### config.mk
export PLATFORM = sky130hd
export DESIGN_NAME = wbs_ram
export DESIGN_NICKNAME = d
export VERILOG_FILES = /design/src/design/wbs_ram.sv
export SDC_FILE = /design/constraint.sdc
export NUM_CORES = 1
export LEC_CHECK = 0
export ABC_AREA = 1
export BUFFER_PORTS_ARGS = -buffer_cell sky130_fd_sc_hd__buf_2
export CORE_ASPECT_RATIO = 1.4
export CORE_MARGIN = 4
export CORE_UTILIZATION = 55
export CTS_CLUSTER_DIAMETER = 200
export CTS_CLUSTER_SIZE = 10
export DETAILED_ROUTE_END_ITERATION = 6
export PLACE_DENSITY = 0.78
export SYNTH_ARGS = -nofsm -noshare
export SYNTH_HDL_FRONTEND = slang
export SYNTH_SLANG_ARGS = --single-unit
### constraint.sdc
create_clock -name i_clk -period 1.4 [get_ports i_clk]
set_input_delay 0.35 -clock i_clk [delete_from_list [all_inputs] [get_ports i_clk]]
set_output_delay 0.35 -clock i_clk [all_outputs]
set_load 0.1 [all_outputs]
### src/design/wbs_ram.sv
// Generic single write port, single read port RAM with registered read data.
// No dependencies.
module wbs_ram #(
    parameter int WIDTH = 8,
    parameter int DEPTH = 16,
    parameter int ADDR_W = (DEPTH > 1) ? $clog2(DEPTH) : 1
) (
    input  logic              i_clk,
    input  logic              i_we,
    input  logic [ADDR_W-1:0] i_waddr,
    input  logic [WIDTH-1:0]  i_wdata,
    input  logic              i_re,
    input  logic [ADDR_W-1:0] i_raddr,
    output logic [WIDTH-1:0]  o_rdata
);
    logic [WIDTH-1:0] r_mem [DEPTH];
    logic [WIDTH-1:0] r_rdata;

    always_ff @(posedge i_clk) begin
        if (i_we) begin
            r_mem[i_waddr] <= i_wdata;
        end
        if (i_re) begin
            r_rdata <= r_mem[i_raddr];
        end
    end

    assign o_rdata = r_rdata;
endmodule

==> results of run 1 <==
cell families after synthesis:
logic type	synth area share
DFF	0.6985
buffers and inverters	0.09394
and+or+nand+nor	0.2076
how the worst max path moves through the flow:
stage | from | endpoint | slack [ns] | cells past startpoint
4_1_cts | o_rdata[5] | o_rdata[5] | 0.0004 | 1
3_5_place_dp | i_raddr[1] | o_rdata[4] | -0.20 | 6
5_1_grt | o_rdata[5] | o_rdata[5] | -0.02 | 1
3_3_place_gp | i_raddr[1] | o_rdata[4] | -0.21 | 6
6_report | o_rdata[5] | o_rdata[5] | 0.01 | 1
2_1_floorplan | i_waddr[3] | r_mem[4][0] | 0.1 | 2
metal layers:
metal | GRT usage | vias to the layer above
met2 | 0.3988 | 155
met5 | 0 | -
li1 | - | 1872
met4 | 0.1113 | 0
met1 | 0.2745 | 1878
met3 | 0.04844 | 26
flip-flops by register name, summed over array words and instances (netlist names):
register,count
o_rdata,8
r_mem,128
Yosys cell counts:
library cell  count  area, µm²
buf_2            13      65.06
buf_1             1      3.750
nor2_1           17      63.81
edfxtp_1        136       4084
nand2_1         173      649.4
buf_4             4      30.03
inv_2             2      7.510
nand3_1          97      485.5
nand3b_1          2      15.01
buf_6             6      67.56
inv_1           100      375.4
layout make-up:
cell class / count / area [µm²]
sequential: 136 / 4084
clock buffer: 17 / 425.4
clock inverter: 15 / 112.6
multi-input combinational: 289 / 1214
tap: 138 / 172.7
fill: 757 / 3541
timing repair buffer: 49 / 473.0
inverter: 102 / 382.9
where the power goes:
| group | internal, mW | switching (mW) | total, mW |
|---|---|---|---|
| logic | 0.233 | 0.536 | 0.768 |
| registers | 4.59 | 0.0347 | 4.63 |
| clock network | 2.40 | 1.60 | 3.99 |
metrics by stage:
stage / area [µm²] / hold slack (ns)
3_3_place_gp: 6326 / 0.7062
6_report: 6864 / 0.2948
5_1_grt: 6864 / 0.2829
2_1_floorplan: 5847 / 0.4489
3_5_place_dp: 6326 / 0.7124
4_1_cts: 6864 / 0.2809
==> impl_metrics.csv, run 1 <==
group,metric,value,unit
run_status,status,"completed",
setup_path,crit_chain,"buf_12",
sta,slew_headroom,0.5761,
global_route,grt_max_degree,65,
pwr,power.density,1367,mW/mm²
setup_path,crit_family,"flip-flops",
pwr,irDropWorstVdd,1124,µV
logic_synthesis,yosys_register_bits,136,
floorplanning,dieWidth,95.14,µm
logic_synthesis,synthesis.nets,570,
setup_path,worst_r2r_path_depth,6,
routing,routed_wl,13.15,mm
place,hpwl,8.294,mm
setup_path,critPathKind,"register to primary output",
layout,layout_common_cells,"173 x nand2_1, 136 x edfxtp_1, 100 x inv_1",
setup_path,path_buf_inv,1,
job,drv_cap,0,
layout,antenna_cells,0,
min_path,hold_depth,1,
setup_path,worstPathRequired,1.05,ns
routing,top_layer_used,"met4",
sta,setup_viol,0,
setup_path,start_kind,"register",
place,gp_congestion,0.8733,
pwr,finalPower,9.385,mW
sta,slew_viol_final,0,
floorplanning,ios,27,
sta,rsz0062_at_grt,"yes",
sta,post-route-min-period,1.386,ns
routing,wl_met3,662,µm
floorplanning,initial_core_util,0.5619,
sta,worst_slack,0.01397,ns
logic_synthesis,ys_warn_count,0,
clock_tree,tritoncts,"built",
clock_tree,numCtsBuffers,17,
floorplanning,fp.dieH,130.0,µm
clock_tree,clk_pin_slew_worst_paths,0.06,ns
clock_tree,clock_path_buffers,2,
clock_tree,root_buffer,"clkbuf_16",
sta,skew,0.004721,ns
setup_path,cp_data_arrival_time,1.04,ns
clock_tree,worstSkewPairLatency,0.41,ns
routing,dr_wl_met2,7.049,mm
setup_path,path_max_fanout,1,
place,dpl_worst_slack,-0.1983,ns
clock_tree,cts.htree.levels,4,
layout,final_common_cell,"nand2_1",
logic_synthesis,avgSynthCellArea,10.61,µm²
global_route,grt_pass1_wl,20.70,mm
setup_path,cp_slowest_cell,"edfxtp_1",
logic_synthesis,yosysSeqAreaShare,0.6985,
global_route,overflow,0,
routing,wl_per_cell,17.63,µm
global_route,antenna_found_initial,0,
routing,remaining_drc_errors,0,
min_path,min_path_type,"input pin to register",
layout,nets,614,
layout,final_util,0.6597,
min_path,whs_endpoint,"o_rdata[6]",
global_route,gr-usage-all-layers,0.2315,
sta,tightest_slew,0.6349,ns
layout,instances_no_fill,746,
floorplanning,placementRows,44,
logic_synthesis,syn_inst,551,
routing,vias_per_cell,5.269,
setup_path,critical-path-max-stage-delay,0.43,ns
clock_tree,cts_hold_buf,0,
sta,setup_tns,0,ns
setup_path,r2r-end,"o_rdata[4]",
logic_synthesis,netlist_area,0.005847,mm²
routing,first_pass_iters,5,
min_path,holdCritStartpoint,"i_re",
layout,drive_gt1_frac,0.1299,
floorplanning,die_area,0.01237,mm²
global_route,grt_pass1_vias,3988,
sta,hold_viol_final,0,
place,placed_cells,714,
logic_synthesis,synth.distinct_cells,11,
routing,postRouteAntennaNets,0,
routing,wl_met1,5.031,mm
place,portBuffers,26,
floorplanning,coreArea,0.01041,mm²
setup_path,crit_path_end_kind,"primary output",
pwr,p_leak,2.966,nW
clock_tree,clock_sinks,136,
setup_path,r2r_setup_slack,0.21,ns
clock_tree,cts_resized,0,
layout,syn2layout_area_growth,17.40,%
clock_tree,post_cts_buffers,0,
routing,initialDrtViolationCount,457,
setup_path,timing.rr.start,"r_mem[5][4]",
sta,fmax,721.5,MHz
routing,vias,3931,
sta,finalCritPeriodShare,0.9900,
Note: power is estimated with default switching activity, not from simulation.
==> inputs of run 2 (changes only) <==
==> constraint.sdc (replaced) <==
create_clock -name i_clk -period 1.4 [get_ports i_clk]
set_input_delay 0.14 -clock i_clk [delete_from_list [all_inputs] [get_ports i_clk]]
set_output_delay 0.14 -clock i_clk [all_outputs]
set_load 0.1 [all_outputs]
==> run 2 against run 1 <==
Effect of this change: die area is the same; sequential share of layout area rose by 1.3 points; worst setup slack better by 0.044 ns; critical endpoint unchanged; register-to-register slack worse by 0.02 ns; fmax grew 3.3%; clock skew grew 0.0031 ns; utilization shrank 1.4 points; clock power down 2%; combinational power decreased by 8.6%.
==> impl_metrics.csv, run 2 (synthesis results as in run 1) <==
group,metric,value,unit
run_status,status,"completed",
global_route,grt_max_degree,65,
floorplanning,placementRows,44,
layout,antenna_cells,0,
sta,skew,0.007827,ns
setup_path,timing.rr.start,"r_mem[6][0]",
sta,fmax,745.0,MHz
clock_tree,numCtsBuffers,17,
routing,first_pass_iters,7,
clock_tree,clock_path_buffers,2,
layout,drive_gt1_frac,0.1225,
min_path,whs_endpoint,"o_rdata[7]",
setup_path,critical-path-max-stage-delay,0.43,ns
sta,slew_viol_final,0,
setup_path,worstPathRequired,1.26,ns
layout,final_common_cell,"nand2_1",
sta,tightest_slew,0.6232,ns
min_path,min_path_type,"input pin to register",
global_route,antenna_found_initial,0,
setup_path,r2r-end,"o_rdata[0]",
pwr,power_frac_comb,0.076,
floorplanning,ios,27,
sta,rsz0062_at_grt,"no",
pwr,irDropWorstVdd,863.6,µV
setup_path,crit_chain,"buf_2",
floorplanning,fp.dieH,130.0,µm
routing,initialDrtViolationCount,459,
clock_tree,worstSkewPairLatency,0.41,ns
routing,vias,3923,
clock_tree,root_buffer,"clkbuf_16",
layout,regMostFlops,"r_mem",
clock_tree,cts.htree.levels,4,
pwr,pwr-share-seq,0.501,
clock_tree,cts_resized,0,
setup_path,crit_path_end_kind,"primary output",
place,gp_congestion,0.8427,
place,portBuffers,26,
setup_path,path_max_fanout,1,
setup_path,path_buf_inv,1,
pwr,pwr-share-clk,0.423,
layout,syn2layout_area_growth,14.83,%
setup_path,worst_r2r_path_depth,6,
job,drv_cap,0,
routing,postRouteAntennaNets,0,
pwr,p_sw_frac,0.2256,
floorplanning,die_area,0.01237,mm²
clock_tree,post_cts_buffers,0,
global_route,grt_pass1_wl,20.22,mm
sta,finalCritPeriodShare,0.9588,
place,hpwl,8.197,mm
clock_tree,cts_hold_buf,0,
layout,multi_input_area,0.001214,mm²
sta,whs,0.08700,ns
routing,vias_per_cell,5.287,
min_path,holdCritStartpoint,"i_re",
clock_tree,clock_sinks,136,
floorplanning,coreArea,0.01041,mm²
pwr,p_switching,2.079,mW
setup_path,cp_data_arrival_time,1.20,ns
routing,wl_per_cell,17.35,µm
setup_path,crit_family,"buffers and inverters",
sta,setup_viol,0,
layout,nets,613,
routing,routed_wl,12.87,mm
layout,regArea,0.004084,mm²
routing,remaining_drc_errors,0,
setup_path,cp_slowest_cell,"buf_2",
setup_path,start_kind,"register",
setup_path,r2r_setup_slack,0.19,ns
sta,hold_viol_final,0,
setup_path,critPathKind,"register to primary output",
pwr,p_leak,2.919,nW
sta,post-route-min-period,1.342,ns
floorplanning,dieWidth,95.14,µm
global_route,grt_pass1_vias,3792,
clock_tree,tritoncts,"built",
global_route,gr-usage-all-layers,0.2278,
global_route,overflow,0,
pwr,p_int,7.137,mW
sta,slew_headroom,0.5839,
pwr,power.density,1373,mW/mm²
floorplanning,initial_core_util,0.5619,
layout,layout_common_cells,"173 x nand2_1, 136 x edfxtp_1, 100 x inv_1",
min_path,hold_depth,1,
clock_tree,clk_pin_slew_worst_paths,0.06,ns
layout,largest_register_ffs,128,
layout,fill_cells,768,
sta,setup_tns,0,ns
run 2: how the worst max path moves through the flow:
stage          cells after the start  startpoint      endpoint
5_1_grt                            1  o_rdata[5]    o_rdata[5]
3_3_place_gp                       6  i_raddr[1]    o_rdata[4]
6_report                           1  o_rdata[5]    o_rdata[5]
4_1_cts                            1  o_rdata[5]    o_rdata[5]
3_5_place_dp                       6  i_raddr[1]    o_rdata[6]
2_1_floorplan                      2  i_waddr[2]  r_mem[10][0]
run 2: per-stage QoR:
stage                     power [mW]    util  instance area [µm²]  setup slack, ns  std cells
after floorplan                5.157       -                 5847           0.3092        551
after CTS                      9.258  0.6453                 6714          0.03559        742
after global routing           9.495  0.6453                 6714          0.02512        742
final                          9.217  0.6453                 6714          0.05767        742
after global placement         5.378  0.5957                 6198          0.03297        713
after detailed placement       5.398  0.5957                 6198         -0.01261        713
run 2: cell type report:
| type | instances | area share |
|---|---|---|
| Clock buffer | 18 | 0.06392 |
| Sequential cell | 136 | 0.6083 |
| Inverter | 102 | 0.05703 |
| Tap cell | 138 | 0.02572 |
| Timing Repair Buffer | 48 | 0.05143 |
| Clock inverter | 11 | 0.01286 |
| Multi-Input combinational cell | 289 | 0.1808 |
run 2: power by group through the flow:
stage | Sequential [mW] | Clock, mW | Combinational, mW
finish | 4.61 | 3.90 | 0.702
global route | 4.62 | 4.11 | 0.763
CTS | 4.61 | 3.94 | 0.705
detailed placement | 4.70 | 0 | 0.701
global placement | 4.69 | 0 | 0.685
floorplan | 4.84 | 0 | 0.322
run 2: metal layers:
metal / global-route usage / wire length (µm)
met4: 0.09431 / 258
met5: 0 / 0
met1: 0.2872 / 5062
met3: 0.04383 / 776
met2: 0.3847 / 6775
==> inputs of run 3 (changes only) <==
--- a/config.mk
+++ b/config.mk
@@ -14,6 +14,7 @@
 export CTS_CLUSTER_SIZE = 10
 export DETAILED_ROUTE_END_ITERATION = 6
 export PLACE_DENSITY = 0.78
+export REMOVE_ABC_BUFFERS = 1
 export SYNTH_ARGS = -nofsm -noshare
 export SYNTH_HDL_FRONTEND = slang
 export SYNTH_SLANG_ARGS = --single-unit
==> run 3 against run 2 <==
Effect of this change: critical path depth is the same; via count down 0.84%; utilization grew 0.83 points; fmax up 2.2%; critical path type unchanged.
==> impl_metrics.csv, run 3 (synthesis results as in run 1) <==
group,metric,value,unit
run_status,status,"completed",
pwr,irDropWorstVdd,1677,µV
clock_tree,cts.htree.levels,4,
layout,instances_no_fill,745,
layout,antenna_cells,0,
floorplanning,fp.dieH,130.0,µm
place,dpl_worst_slack,0.02678,ns
routing,vias,3890,
setup_path,start_kind,"register",
layout,drive_gt1_frac,0.1236,
layout,layout_common_cells,"173 x nand2_1, 136 x edfxtp_1, 100 x inv_1",
pwr,power_frac_comb,0.069,
clock_tree,numCtsBuffers,17,
clock_tree,worstSkewPairLatency,0.41,ns
layout,multi_input_area,0.001214,mm²
sta,setup_viol,0,
pwr,pwr-share-clk,0.465,
setup_path,path_buf_inv,1,
global_route,grt_max_degree,65,
pwr,p_switching,2.036,mW
setup_path,worstPathRequired,1.26,ns
pwr,power.density,1456,mW/mm²
setup_path,cp_data_arrival_time,1.17,ns
clock_tree,cts_hold_buf,0,
layout,syn2layout_area_growth,16.31,%
routing,dr_wl_met2,6.634,mm
floorplanning,placementRows,44,
clock_tree,clock_path_buffers,2,
global_route,grt_pass1_wl,19.56,mm
setup_path,cp_slowest_cell,"edfxtp_1",
routing,routed_wl,12.62,mm
setup_path,critPathKind,"register to primary output",
layout,regMostFlops,"r_mem",
floorplanning,die_area,0.01237,mm²
clock_tree,root_buffer,"clkbuf_16",
clock_tree,clock_sinks,136,
routing,vias_per_cell,5.221,
sta,worst_slack,0.08691,ns
routing,wl_met1,4.716,mm
min_path,min_path_type,"input pin to register",
layout,largest_register_ffs,128,
place,gp_congestion,0.8402,
floorplanning,ios,27,
sta,slew_viol_final,0,
setup_path,crit_path_end_kind,"primary output",
place,placed_cells,714,
pwr,p_int,7.868,mW
sta,post-route-min-period,1.313,ns
layout,regArea,0.004084,mm²
routing,first_pass_iters,4,
layout,nets,614,
layout,fill_cells,726,
floorplanning,initial_core_util,0.5619,
setup_path,critical-path-max-stage-delay,0.41,ns
sta,tightest_slew,0.5896,ns
layout,final_common_cell,"nand2_1",
global_route,overflow,0,
place,portBuffers,26,
floorplanning,dieWidth,95.14,µm
setup_path,path_max_fanout,1,
setup_path,crit_family,"flip-flops",
global_route,antenna_found_initial,0,
routing,top_layer_used,"met4",
sta,slew_headroom,0.6063,
routing,remaining_drc_errors,0,
global_route,gr-usage-all-layers,0.2191,
pwr,p_leak,2.955,nW
place,hpwl,7.624,mm
sta,hold_viol_final,0,
routing,wl_per_cell,16.94,µm
global_route,grt_pass1_vias,3881,
routing,wl_met3,794,µm
job,drv_cap,0,
routing,initialDrtViolationCount,284,
routing,postRouteAntennaNets,0,
sta,finalCritPeriodShare,0.9379,
sta,skew,0.005095,ns
pwr,pwr-share-seq,0.466,
clock_tree,clk_pin_slew_worst_paths,0.06,ns
sta,fmax,761.6,MHz
pwr,p_sw_frac,0.2056,
sta,setup_tns,0,ns
setup_path,crit_chain,"clkbuf_4",
clock_tree,tritoncts,"built",
floorplanning,coreArea,0.01041,mm²
sta,rsz0062_at_grt,"no",
-- run 3: cell types whose count changed in the layout (fill, tap and decap cells not counted), sizes merged --
cell and delta:
clkinvlp +1, bufinv +4, clkinv -4, buf -1, clkbuf +3
-- run 3: path summary, 6_finish.rpt --
| check | from | end | slack (ns) | depth (start not counted) |
|---|---|---|---|---|
| worst min register to register | r_mem[14][0] | o_rdata[0] | 0.73 | 6 |
| worst min-delay path | i_re | o_rdata[0] | 0.11 | 1 |
| worst max-delay path | o_rdata[1] | o_rdata[1] | 0.09 | 1 |
| worst max register to register | r_mem[9][5] | o_rdata[5] | 0.26 | 6 |
-- run 3: final cells by class --
| class | instances | area share |
|---|---|---|
| tap | 138 | 0.02539 |
| clock buffer | 19 | 0.06366 |
| sequential | 136 | 0.6006 |
| timing repair buffer | 49 | 0.04894 |
| clock inverter | 12 | 0.02668 |
| inverter | 102 | 0.05630 |
| multi-input combinational | 289 | 0.1785 |
-- run 3: metal layers --
layer	global-route usage	up-vias
met3	0.05017	38
met5	0	-
met1	0.2523	1820
met4	0.1164	0
li1	-	1869
met2	0.3769	163
-- run 3: what timing repair did --
action	CTS	global route
endpoints found under the setup margin	0	2
setup buffers	0	0
gates resized for setup	0	2
endpoints found under the hold margin	0	0
-- run 3: power groups by stage --
stage | logic (mW) | clock network, mW | registers [mW]
2_1_floorplan | 0.246 | 0 | 4.84
3_3_place_gp | 0.652 | 0 | 4.70
3_5_place_dp | 0.668 | 0 | 4.70
4_1_cts | 0.677 | 4.64 | 4.62
5_1_grt | 0.742 | 4.82 | 4.62
6_report | 0.681 | 4.60 | 4.62
-- run 3: stage by stage --
step | hold WS (ns) | total power, mW | cell area, µm² | utilization
final | 0.1092 | 9.904 | 6800 | 0.6536
after global routing | 0.1155 | 10.18 | 6800 | 0.6536
after CTS | 0.1093 | 9.932 | 6795 | 0.6531
after detailed placement | 0.5302 | 5.367 | 6181 | 0.5940
after global placement | 0.5294 | 5.347 | 6181 | 0.5940
after floorplan | 0.2389 | 5.082 | 5680 | -
